File: config.mk
export PLATFORM = sky130hd
export DESIGN_NAME = valve_pulse_sequencer_top_flat
export DESIGN_NICKNAME = d
export VERILOG_FILES = /design/src/rtl/vps_pkg.sv /design/src/rtl/vps_if.sv /design/src/rtl/vps_core.sv /design/src/rtl/valve_pulse_sequencer_top.sv /design/src/flat_wrapper.sv
export SDC_FILE = /design/constraint.sdc
export NUM_CORES = 1
export LEC_CHECK = 0
export BUFFER_PORTS_ARGS = -buffer_cell sky130_fd_sc_hd__buf_2
export CAP_MARGIN = 20
export CORE_UTILIZATION = 63
export CTS_BUF_LIST = sky130_fd_sc_hd__clkbuf_8
export DETAILED_ROUTE_END_ITERATION = 7
export HOLD_SLACK_MARGIN = 0.05
export PLACE_DENSITY = 0.83
export SLEW_MARGIN = 10
export SYNTH_ARGS = -nofsm -noshare
export SYNTH_HDL_FRONTEND = slang
export SYNTH_SLANG_ARGS = --single-unit
File: constraint.sdc
create_clock -name clk -period 3.3 [get_ports clk]
set_input_delay 0.33 -clock clk [delete_from_list [all_inputs] [get_ports clk]]
set_output_delay 0.33 -clock clk [all_outputs]
set_load 0.02 [all_outputs]
File: src/rtl/vps_pkg.sv
package vps_pkg;

	localparam int CFG_IDX_W  = 3;
	localparam int CFG_DATA_W = 16;
	localparam int ID_W       = 11;
	localparam int DUR_W      = 16;
	localparam int CNT_W      = 8;
	localparam int BYTE_W     = 8;

	localparam logic [CFG_IDX_W-1:0] REG_ARM_FRAME_ID     = 3'd0;
	localparam logic [CFG_IDX_W-1:0] REG_DOWN_DRIVE_TICKS = 3'd1;
	localparam logic [CFG_IDX_W-1:0] REG_DOWN_COAST_TICKS = 3'd2;
	localparam logic [CFG_IDX_W-1:0] REG_DOWN_BRAKE_TICKS = 3'd3;
	localparam logic [CFG_IDX_W-1:0] REG_UP_DRIVE_TICKS   = 3'd4;
	localparam logic [CFG_IDX_W-1:0] REG_UP_PULSE_TICKS   = 3'd5;
	localparam logic [CFG_IDX_W-1:0] REG_UP_PULSE_COUNT   = 3'd6;

	localparam logic [ID_W-1:0]  RST_ARM_FRAME_ID     = 11'd0;
	localparam logic [DUR_W-1:0] RST_DOWN_DRIVE_TICKS = 16'd100;
	localparam logic [DUR_W-1:0] RST_DOWN_COAST_TICKS = 16'd200;
	localparam logic [DUR_W-1:0] RST_DOWN_BRAKE_TICKS = 16'd80;
	localparam logic [DUR_W-1:0] RST_UP_DRIVE_TICKS   = 16'd200;
	localparam logic [DUR_W-1:0] RST_UP_PULSE_TICKS   = 16'd60;
	localparam logic [CNT_W-1:0] RST_UP_PULSE_COUNT   = 8'd3;

	localparam logic CMD_TICK  = 1'b0;
	localparam logic CMD_FRAME = 1'b1;

	localparam logic [BYTE_W-1:0] REQ_UP   = 8'd0;
	localparam logic [BYTE_W-1:0] REQ_DOWN = 8'd1;

	typedef enum logic [1:0] {
		POS_UNKNOWN = 2'd0,
		POS_UP      = 2'd1,
		POS_DOWN    = 2'd2
	} pos_t;

	typedef struct packed {
		logic [ID_W-1:0]  arm_frame_id;
		logic [DUR_W-1:0] down_drive_ticks;
		logic [DUR_W-1:0] down_coast_ticks;
		logic [DUR_W-1:0] down_brake_ticks;
		logic [DUR_W-1:0] up_drive_ticks;
		logic [DUR_W-1:0] up_pulse_ticks;
		logic [CNT_W-1:0] up_pulse_count;
	} cfg_t;

	typedef struct packed {
		logic             command;
		logic [ID_W-1:0]  frame_id;
		logic [BYTE_W-1:0] first_byte;
	} item_t;

	typedef struct packed {
		logic drive_a;
		logic drive_b;
		logic busy_res;
		logic [1:0] arm_position;
		logic run_done;
	} res_t;

endpackage

File: src/rtl/vps_if.sv
interface vps_in_if;
	logic                      valid;
	logic                      ready;
	logic                      command;
	logic [vps_pkg::ID_W-1:0]  frame_id;
	logic [vps_pkg::BYTE_W-1:0] first_byte;

	modport source (output valid, output command, output frame_id, output first_byte,
		input ready);
	modport sink (input valid, input command, input frame_id, input first_byte,
		output ready);
endinterface

interface vps_out_if;
	logic       valid;
	logic       ready;
	logic       drive_a;
	logic       drive_b;
	logic       busy_res;
	logic [1:0] arm_position;
	logic       run_done;

	modport source (output valid, output drive_a, output drive_b, output busy_res,
		output arm_position, output run_done, input ready);
	modport sink (input valid, input drive_a, input drive_b, input busy_res,
		input arm_position, input run_done, output ready);
endinterface

interface vps_cfg_if;
	logic                            valid;
	logic                            ready;
	logic [vps_pkg::CFG_IDX_W-1:0]  reg_index;
	logic [vps_pkg::CFG_DATA_W-1:0] wr_data;

	modport source (output valid, output reg_index, output wr_data, input ready);
	modport sink (input valid, input reg_index, input wr_data, output ready);
endinterface

File: src/rtl/vps_core.sv
module vps_core #(
	parameter int TICK_BITS = 16
) (
	input  logic           clk,
	input  logic           arst_n,
	input  logic           step,
	input  vps_pkg::item_t item,
	input  vps_pkg::cfg_t  cfg,
	output vps_pkg::res_t  res
);

	typedef enum logic [2:0] {
		PH_IDLE       = 3'd0,
		PH_DOWN_DRIVE = 3'd1,
		PH_DOWN_COAST = 3'd2,
		PH_DOWN_BRAKE = 3'd3,
		PH_UP_DRIVE   = 3'd4,
		PH_UP_ON      = 3'd5,
		PH_UP_OFF     = 3'd6
	} phase_t;

	localparam int DW = (TICK_BITS > vps_pkg::DUR_W) ? TICK_BITS : vps_pkg::DUR_W;
	localparam logic [TICK_BITS-1:0] TICK_MAX = '1;
	localparam logic [TICK_BITS-1:0] TICK_ONE = TICK_BITS'(1);

	phase_t                     phase_q, phase_d;
	logic [TICK_BITS-1:0]       ticks_q, ticks_d;
	logic [vps_pkg::CNT_W-1:0]  pulses_q, pulses_d, pulses_dec;
	vps_pkg::pos_t              pos_q, pos_d;
	logic                       line_a_q, line_a_d;
	logic                       line_b_q, line_b_d;
	logic                       done;

	function automatic logic [TICK_BITS-1:0] dur(input logic [vps_pkg::DUR_W-1:0] r);
		logic [DW-1:0] v;
		logic [DW-1:0] m;
		v = DW'(r);
		m = DW'(TICK_MAX);
		if (v == '0)
			v = DW'(1);
		if (v > m)
			v = m;
		return v[TICK_BITS-1:0];
	endfunction

	assign pulses_dec = (pulses_q != '0) ? pulses_q - 1'b1 : pulses_q;

	always_comb begin
		phase_d  = phase_q;
		ticks_d  = ticks_q;
		pulses_d = pulses_q;
		pos_d    = pos_q;
		line_a_d = line_a_q;
		line_b_d = line_b_q;
		done     = 1'b0;
		if (item.command == vps_pkg::CMD_FRAME) begin
			if (phase_q == PH_IDLE && item.frame_id == cfg.arm_frame_id) begin
				if (item.first_byte == vps_pkg::REQ_UP && pos_q != vps_pkg::POS_UP) begin
					pulses_d = cfg.up_pulse_count;
					phase_d  = PH_UP_DRIVE;
					line_a_d = 1'b0;
					line_b_d = 1'b1;
					ticks_d  = dur(cfg.up_drive_ticks);
				end else if (item.first_byte == vps_pkg::REQ_DOWN
						&& pos_q != vps_pkg::POS_DOWN) begin
					phase_d  = PH_DOWN_DRIVE;
					line_a_d = 1'b1;
					line_b_d = 1'b0;
					ticks_d  = dur(cfg.down_drive_ticks);
				end
			end
		end else if (phase_q != PH_IDLE) begin
			if (ticks_q > TICK_ONE) begin
				ticks_d = ticks_q - TICK_ONE;
			end else begin
				unique case (phase_q)
					PH_DOWN_DRIVE: begin
						phase_d  = PH_DOWN_COAST;
						line_a_d = 1'b0;
						line_b_d = 1'b0;
						ticks_d  = dur(cfg.down_coast_ticks);
					end
					PH_DOWN_COAST: begin
						phase_d  = PH_DOWN_BRAKE;
						line_a_d = 1'b0;
						line_b_d = 1'b1;
						ticks_d  = dur(cfg.down_brake_ticks);
					end
					PH_DOWN_BRAKE: begin
						phase_d  = PH_IDLE;
						line_a_d = 1'b0;
						line_b_d = 1'b0;
						ticks_d  = '0;
						pulses_d = '0;
						pos_d    = vps_pkg::POS_DOWN;
						done     = 1'b1;
					end
					PH_UP_DRIVE: begin
						if (pulses_q != '0) begin
							phase_d  = PH_UP_ON;
							line_a_d = 1'b0;
							line_b_d = 1'b1;
							ticks_d  = dur(cfg.up_pulse_ticks);
						end else begin
							phase_d  = PH_IDLE;
							line_a_d = 1'b0;
							line_b_d = 1'b1;
							ticks_d  = '0;
							pulses_d = '0;
							pos_d    = vps_pkg::POS_UP;
							done     = 1'b1;
						end
					end
					PH_UP_ON: begin
						phase_d  = PH_UP_OFF;
						line_a_d = 1'b0;
						line_b_d = 1'b0;
						ticks_d  = dur(cfg.up_pulse_ticks);
					end
					PH_UP_OFF: begin
						if (pulses_dec != '0) begin
							phase_d  = PH_UP_ON;
							pulses_d = pulses_dec;
							line_a_d = 1'b0;
							line_b_d = 1'b1;
							ticks_d  = dur(cfg.up_pulse_ticks);
						end else begin
							phase_d  = PH_IDLE;
							line_a_d = 1'b0;
							line_b_d = 1'b1;
							ticks_d  = '0;
							pulses_d = '0;
							pos_d    = vps_pkg::POS_UP;
							done     = 1'b1;
						end
					end
					default: begin
						phase_d  = PH_IDLE;
						line_a_d = 1'b0;
						line_b_d = 1'b0;
						ticks_d  = '0;
						pulses_d = '0;
					end
				endcase
			end
		end
	end

	always_ff @(posedge clk or negedge arst_n) begin
		if (!arst_n) begin
			phase_q  <= PH_IDLE;
			ticks_q  <= '0;
			pulses_q <= '0;
			pos_q    <= vps_pkg::POS_UNKNOWN;
			line_a_q <= 1'b0;
			line_b_q <= 1'b0;
		end else if (step) begin
			phase_q  <= phase_d;
			ticks_q  <= ticks_d;
			pulses_q <= pulses_d;
			pos_q    <= pos_d;
			line_a_q <= line_a_d;
			line_b_q <= line_b_d;
		end
	end

	assign res.drive_a      = line_a_d;
	assign res.drive_b      = line_b_d;
	assign res.busy_res     = (phase_d != PH_IDLE);
	assign res.arm_position = pos_d;
	assign res.run_done     = done;

endmodule

File: src/rtl/valve_pulse_sequencer_top.sv
// Valve pulse sequencer: each word on in_ch (a millisecond tick or a received frame) yields
// exactly one result word on out_ch carrying the valve line levels, the busy flag, the arm
// position and a run-done flag, all as they stand after that word. The sequencer state and a
// single output register are updated in the cycle a word is accepted, so one word is taken
// every clock while out_ch keeps up; in_ch stalls only while the output register holds a word
// that out_ch has not taken. The result word is registered and offered in the cycle after acceptance.
// Configuration writes on cfg_ch are taken every cycle and should be issued while idle.
module valve_pulse_sequencer_top #(
	parameter int TICK_BITS = 16
) (
	input logic            clk,
	input logic            arst_n,
	vps_in_if.sink         in_ch,
	vps_out_if.source      out_ch,
	vps_cfg_if.sink        cfg_ch
);

	vps_pkg::cfg_t  cfg_q;
	vps_pkg::item_t item;
	vps_pkg::res_t  res;
	vps_pkg::res_t  res_q;
	logic           out_valid_q;
	logic           accept;

	assign cfg_ch.ready = 1'b1;
	assign in_ch.ready  = !out_valid_q || out_ch.ready;
	assign accept       = in_ch.valid && in_ch.ready;

	assign item.command    = in_ch.command;
	assign item.frame_id   = in_ch.frame_id;
	assign item.first_byte = in_ch.first_byte;

	always_ff @(posedge clk or negedge arst_n) begin
		if (!arst_n) begin
			cfg_q.arm_frame_id     <= vps_pkg::RST_ARM_FRAME_ID;
			cfg_q.down_drive_ticks <= vps_pkg::RST_DOWN_DRIVE_TICKS;
			cfg_q.down_coast_ticks <= vps_pkg::RST_DOWN_COAST_TICKS;
			cfg_q.down_brake_ticks <= vps_pkg::RST_DOWN_BRAKE_TICKS;
			cfg_q.up_drive_ticks   <= vps_pkg::RST_UP_DRIVE_TICKS;
			cfg_q.up_pulse_ticks   <= vps_pkg::RST_UP_PULSE_TICKS;
			cfg_q.up_pulse_count   <= vps_pkg::RST_UP_PULSE_COUNT;
		end else if (cfg_ch.valid) begin
			unique case (cfg_ch.reg_index)
				vps_pkg::REG_ARM_FRAME_ID:
					cfg_q.arm_frame_id <= cfg_ch.wr_data[vps_pkg::ID_W-1:0];
				vps_pkg::REG_DOWN_DRIVE_TICKS: cfg_q.down_drive_ticks <= cfg_ch.wr_data;
				vps_pkg::REG_DOWN_COAST_TICKS: cfg_q.down_coast_ticks <= cfg_ch.wr_data;
				vps_pkg::REG_DOWN_BRAKE_TICKS: cfg_q.down_brake_ticks <= cfg_ch.wr_data;
				vps_pkg::REG_UP_DRIVE_TICKS:   cfg_q.up_drive_ticks   <= cfg_ch.wr_data;
				vps_pkg::REG_UP_PULSE_TICKS:   cfg_q.up_pulse_ticks   <= cfg_ch.wr_data;
				vps_pkg::REG_UP_PULSE_COUNT:
					cfg_q.up_pulse_count <= cfg_ch.wr_data[vps_pkg::CNT_W-1:0];
				default: ;
			endcase
		end
	end

	vps_core #(
		.TICK_BITS (TICK_BITS)
	) u_core (
		.clk    (clk),
		.arst_n (arst_n),
		.step   (accept),
		.item   (item),
		.cfg    (cfg_q),
		.res    (res)
	);

	always_ff @(posedge clk or negedge arst_n) begin
		if (!arst_n) begin
			out_valid_q <= 1'b0;
		end else if (in_ch.ready) begin
			out_valid_q <= in_ch.valid;
		end
	end

	always_ff @(posedge clk) begin
		if (accept) begin
			res_q <= res;
		end
	end

	assign out_ch.valid        = out_valid_q;
	assign out_ch.drive_a      = res_q.drive_a;
	assign out_ch.drive_b      = res_q.drive_b;
	assign out_ch.busy_res     = res_q.busy_res;
	assign out_ch.arm_position = res_q.arm_position;
	assign out_ch.run_done     = res_q.run_done;

endmodule

File: src/flat_wrapper.sv
// flat-port wrapper written by rule: the top's interface ports become plain ports
module valve_pulse_sequencer_top_flat 
#(
	parameter int TICK_BITS = 16
)
  (clk, arst_n, in_ch_valid, in_ch_command, in_ch_frame_id, in_ch_first_byte, in_ch_ready, out_ch_valid, out_ch_drive_a, out_ch_drive_b, out_ch_busy_res, out_ch_arm_position, out_ch_run_done, out_ch_ready, cfg_ch_valid, cfg_ch_reg_index, cfg_ch_wr_data, cfg_ch_ready);
  vps_in_if in_ch_i ();
  vps_out_if out_ch_i ();
  vps_cfg_if cfg_ch_i ();
  input logic clk;
  input logic arst_n;
  input wire logic [$bits(in_ch_i.valid)-1:0] in_ch_valid;
  input wire logic [$bits(in_ch_i.command)-1:0] in_ch_command;
  input wire logic [$bits(in_ch_i.frame_id)-1:0] in_ch_frame_id;
  input wire logic [$bits(in_ch_i.first_byte)-1:0] in_ch_first_byte;
  output wire logic [$bits(in_ch_i.ready)-1:0] in_ch_ready;
  output wire logic [$bits(out_ch_i.valid)-1:0] out_ch_valid;
  output wire logic [$bits(out_ch_i.drive_a)-1:0] out_ch_drive_a;
  output wire logic [$bits(out_ch_i.drive_b)-1:0] out_ch_drive_b;
  output wire logic [$bits(out_ch_i.busy_res)-1:0] out_ch_busy_res;
  output wire logic [$bits(out_ch_i.arm_position)-1:0] out_ch_arm_position;
  output wire logic [$bits(out_ch_i.run_done)-1:0] out_ch_run_done;
  input wire logic [$bits(out_ch_i.ready)-1:0] out_ch_ready;
  input wire logic [$bits(cfg_ch_i.valid)-1:0] cfg_ch_valid;
  input wire logic [$bits(cfg_ch_i.reg_index)-1:0] cfg_ch_reg_index;
  input wire logic [$bits(cfg_ch_i.wr_data)-1:0] cfg_ch_wr_data;
  output wire logic [$bits(cfg_ch_i.ready)-1:0] cfg_ch_ready;
  assign in_ch_i.valid = in_ch_valid;
  assign in_ch_i.command = in_ch_command;
  assign in_ch_i.frame_id = in_ch_frame_id;
  assign in_ch_i.first_byte = in_ch_first_byte;
  assign in_ch_ready = in_ch_i.ready;
  assign out_ch_valid = out_ch_i.valid;
  assign out_ch_drive_a = out_ch_i.drive_a;
  assign out_ch_drive_b = out_ch_i.drive_b;
  assign out_ch_busy_res = out_ch_i.busy_res;
  assign out_ch_arm_position = out_ch_i.arm_position;
  assign out_ch_run_done = out_ch_i.run_done;
  assign out_ch_i.ready = out_ch_ready;
  assign cfg_ch_i.valid = cfg_ch_valid;
  assign cfg_ch_i.reg_index = cfg_ch_reg_index;
  assign cfg_ch_i.wr_data = cfg_ch_wr_data;
  assign cfg_ch_ready = cfg_ch_i.ready;
  valve_pulse_sequencer_top #(.TICK_BITS(TICK_BITS)) u_core (.clk(clk), .arst_n(arst_n), .in_ch(in_ch_i), .out_ch(out_ch_i), .cfg_ch(cfg_ch_i));
endmodule
==> impl_metrics.toml <==
[yosys]
ys_seq_area_share_pct = 47.3
synth_top_area_share_pct = 38.8
synthFlopType = "dfrtp_1"
syn_inst = 669
synth-edff-count = 6
yosysUniqueCellTypes = 78
synth_area_sq_mm = 0.00736
yosysTopAreaCell = "dfrtp_1"
ys_ff_latch = 137
avgSynthCellArea_sq_um = 11.0
yosysWarnings = 0
ys_async_sr_fraction_pct = 95.6
syn_nets = 716
synth_area_leaders = "dfrtp_1 (39%), mux2_2 (15%), dfstp_2 (6.1%)"

[place]
gp_congestion = 0.978
hpwlAfterDp_um = 14200
portBuffers = 51
pre_cts_ws_ps = 324

[floorplan]
std_cell_rows = 39
die_h_um = 110
pin_count = 53
core_sq_mm = 0.0114
dieArea_sq_mm = 0.0121
initial_core_util_pct = 64.5
die_x_um = 110

[drt]
wl_um = 19700
vias = 5996
drtAntennaViolNets = 0
drtIter0Drc = 641
dr.pass1.iters = 5
drc_errors = 0
avgRoutedWirePerCell_um = 22.5
via_per_inst = 6.84

[hold_path]
min_path_type = "in -> reg"
min_path_cells = 2

[clock_network]
htree_levels = 4
cts_num_sinks = 137
clk_pin_slew_ps = 80
postCtsSetupRepairBufs = 0
root_buffer = "clkbuf_8"
cts_tree = "done"
clockBufferDepth = 2
cts_resized = 0
numCtsBuffers = 17
cts_hold_buf = 1
insertion_delay_ps = 450

[global_routing]
grtUsageMet1_pct = 48.4
grt_start_max_net_pins = 64
grt_util_all_layers_pct = 34.5
met2_usage_pct = 51.9
globalRoute.totalOverflow = 0
grt_pass1_vias = 5651
globalRouteMet3Util_pct = 8.70
antenna_found_initial = 0
grt_pass1_wl_um = 30600
gr-max-usage-layer = "met2"

[power]
peakVddDrop_mv = 0.464
power_leakage_nw = 3.25
power_w = 0.00458
powerDensity_mw_per_mm2 = 561

[setup_path]
setup.worst_path.end_class = "flip-flop"
critPathTopFamily = "compound AO/OA/AOI/OAI gates"
slowest_delay_ps = 530
cp.depth = 8
slowest_stage = "a2111oi_4"
crit_type = "reg -> reg"
start_kind = "flip-flop"
worst_r2r_path_depth = 8
path_max_fanout = 9
cp.arrival_ps = 3220
required_ps = 3490
crit_chain = "inv_1, ha_1, nor4b_2, nand3_1, a2111oi_4, o22ai_1, o211a_1, or3b_1"
critPathBufInv = 1

[sta]
setup_viol = 0
tns_ps = 0
finalHoldViolations = 0
tightest_slew_ps = 1020
setup_ws_ps = 272
fmax_ghz = 0.330
finalCritPeriodShare_pct = 91.8
grt_setup_unrepaired = "no"
min_period_ps = 3030
slew_violations = 0
slew_headroom_pct = 31.9
fin_skew_ps = 8.29

[outcome]
status = "completed"

[cells_and_area]
area_growth_pct = 10.9
final_nets = 769
antenna_cells = 0
layout-drive-gt1-share_pct = 32.2
fin_util_pct = 71.5

[job]
max_cap_viol_count = 0
## synthesized netlist by cell type (all sizes together) (6+ instances only)
| master | number |
|---|---|
| a32o | 7 |
| nand2b | 6 |
| or3 | 9 |
| nor2 | 41 |
| or4 | 7 |
| nand3 | 11 |
| dfstp | 17 |
| buf | 7 |
| mux2i | 7 |
| o31ai | 9 |
| inv | 14 |
| a22oi | 8 |
| o21ai | 40 |
| clkbuf | 28 |
| a31oi | 13 |
| edfxtp | 6 |
| nand2 | 30 |
| mux2 | 100 |
| nor4 | 24 |
| xnor2 | 19 |
| a211oi | 7 |
| dfrtp | 114 |
| a22o | 8 |
| nand4 | 20 |
| a32oi | 7 |
| nor3 | 20 |
| a21oi | 13 |
## state kept, by name, summed over array words and instances, names as in the netlist
signal and count:
u_core.out_ch.run_done 1, u_core.u_core.pos_q 2, u_core.u_core.ticks_q 16, u_core.u_core.line_a_q 1, u_core.u_core.phase_q 3, u_core.out_ch.valid 1, u_core.out_ch.busy_res 1, u_core.out_ch.arm_position 2
u_core.out_ch.drive_a 1, u_core.u_core.pulses_q 8, u_core.cfg_q 99, u_core.out_ch.drive_b 1, u_core.u_core.line_b_q 1
## layout make-up
cell class,count,area (sq um)
clock inverter,13,105
inverter,14,52.6
sequential,137,3480
timing repair buffer,69,408
fill,804,3260
tap,143,179
clock buffer,18,248
multi-input combinational,483,3690
## cells in the final DEF, fill, tap and decap left out, types with 9 or more instances in the layout
cell	count
dfrtp_1	114
mux2_2	99
buf_2	50
nor2_1	40
o21ai_0	37
nand2_1	30
nor4_1	23
nand4_1	20
xnor2_1	19
clkbuf_8	18
buf_4	17
dfstp_2	17
inv_1	15
nor3_1	15
a21oi_1	13
a31oi_1	13
nand3_1	11
or3_1	9
## power breakdown
group	total (W)	internal (W)	switching [W]	leakage, nW
registers	0.00241	0.00207	0.000345	1.61
clock network	0.00126	0.000604	0.000656	0.188
logic	0.000907	0.000463	0.000444	1.46
total	0.00458	0.00314	0.00144	3.25
## logic make-up after synthesis
family,share of synthesized area (%)
flip-flops,47.3
AND/OR/NAND/NOR,15.0
other,0.0510
XOR/XNOR,2.74
buffers and inverters,2.81
multiplexers,16.3
adder cells (fa/ha/maj),0.510
AO/OA/AOI/OAI,15.3
## per-layer routing
| layer | routed length, um | up-vias |
|---|---|---|
| li1 | - | 2670 |
| met1 | 8440 | 2967 |
| met2 | 9090 | 314 |
| met3 | 1640 | 45 |
| met4 | 531 | 0 |
| met5 | 0 | - |
## through the flow
step | hold WS, ps | area, sq um | std cells
floorplan | 34.4 | 7360 | 669
global placement | 341 | 7800 | 845
detailed placement | 349 | 7800 | 845
CTS | 71.9 | 8160 | 877
global route | 80.8 | 8160 | 877
finish | 84.9 | 8160 | 877
## path summary, 6_finish.rpt
kind,startpoint,end,slack [ps]
worst max-delay path,u_core.u_core.pulses_q[0],u_core.out_ch.busy_res,270
min in group asynchronous,arst_n,u_core.u_core.pos_q[1],400
worst max register to register,u_core.u_core.pulses_q[0],u_core.out_ch.busy_res,270
max in group asynchronous,arst_n,u_core.cfg_q[13],2050
worst min-delay path,in_ch_valid,u_core.out_ch.valid,80
worst min register to register,u_core.cfg_q[8],u_core.cfg_q[8],520
No activity file was read; power rests on OpenSTA's default activity.
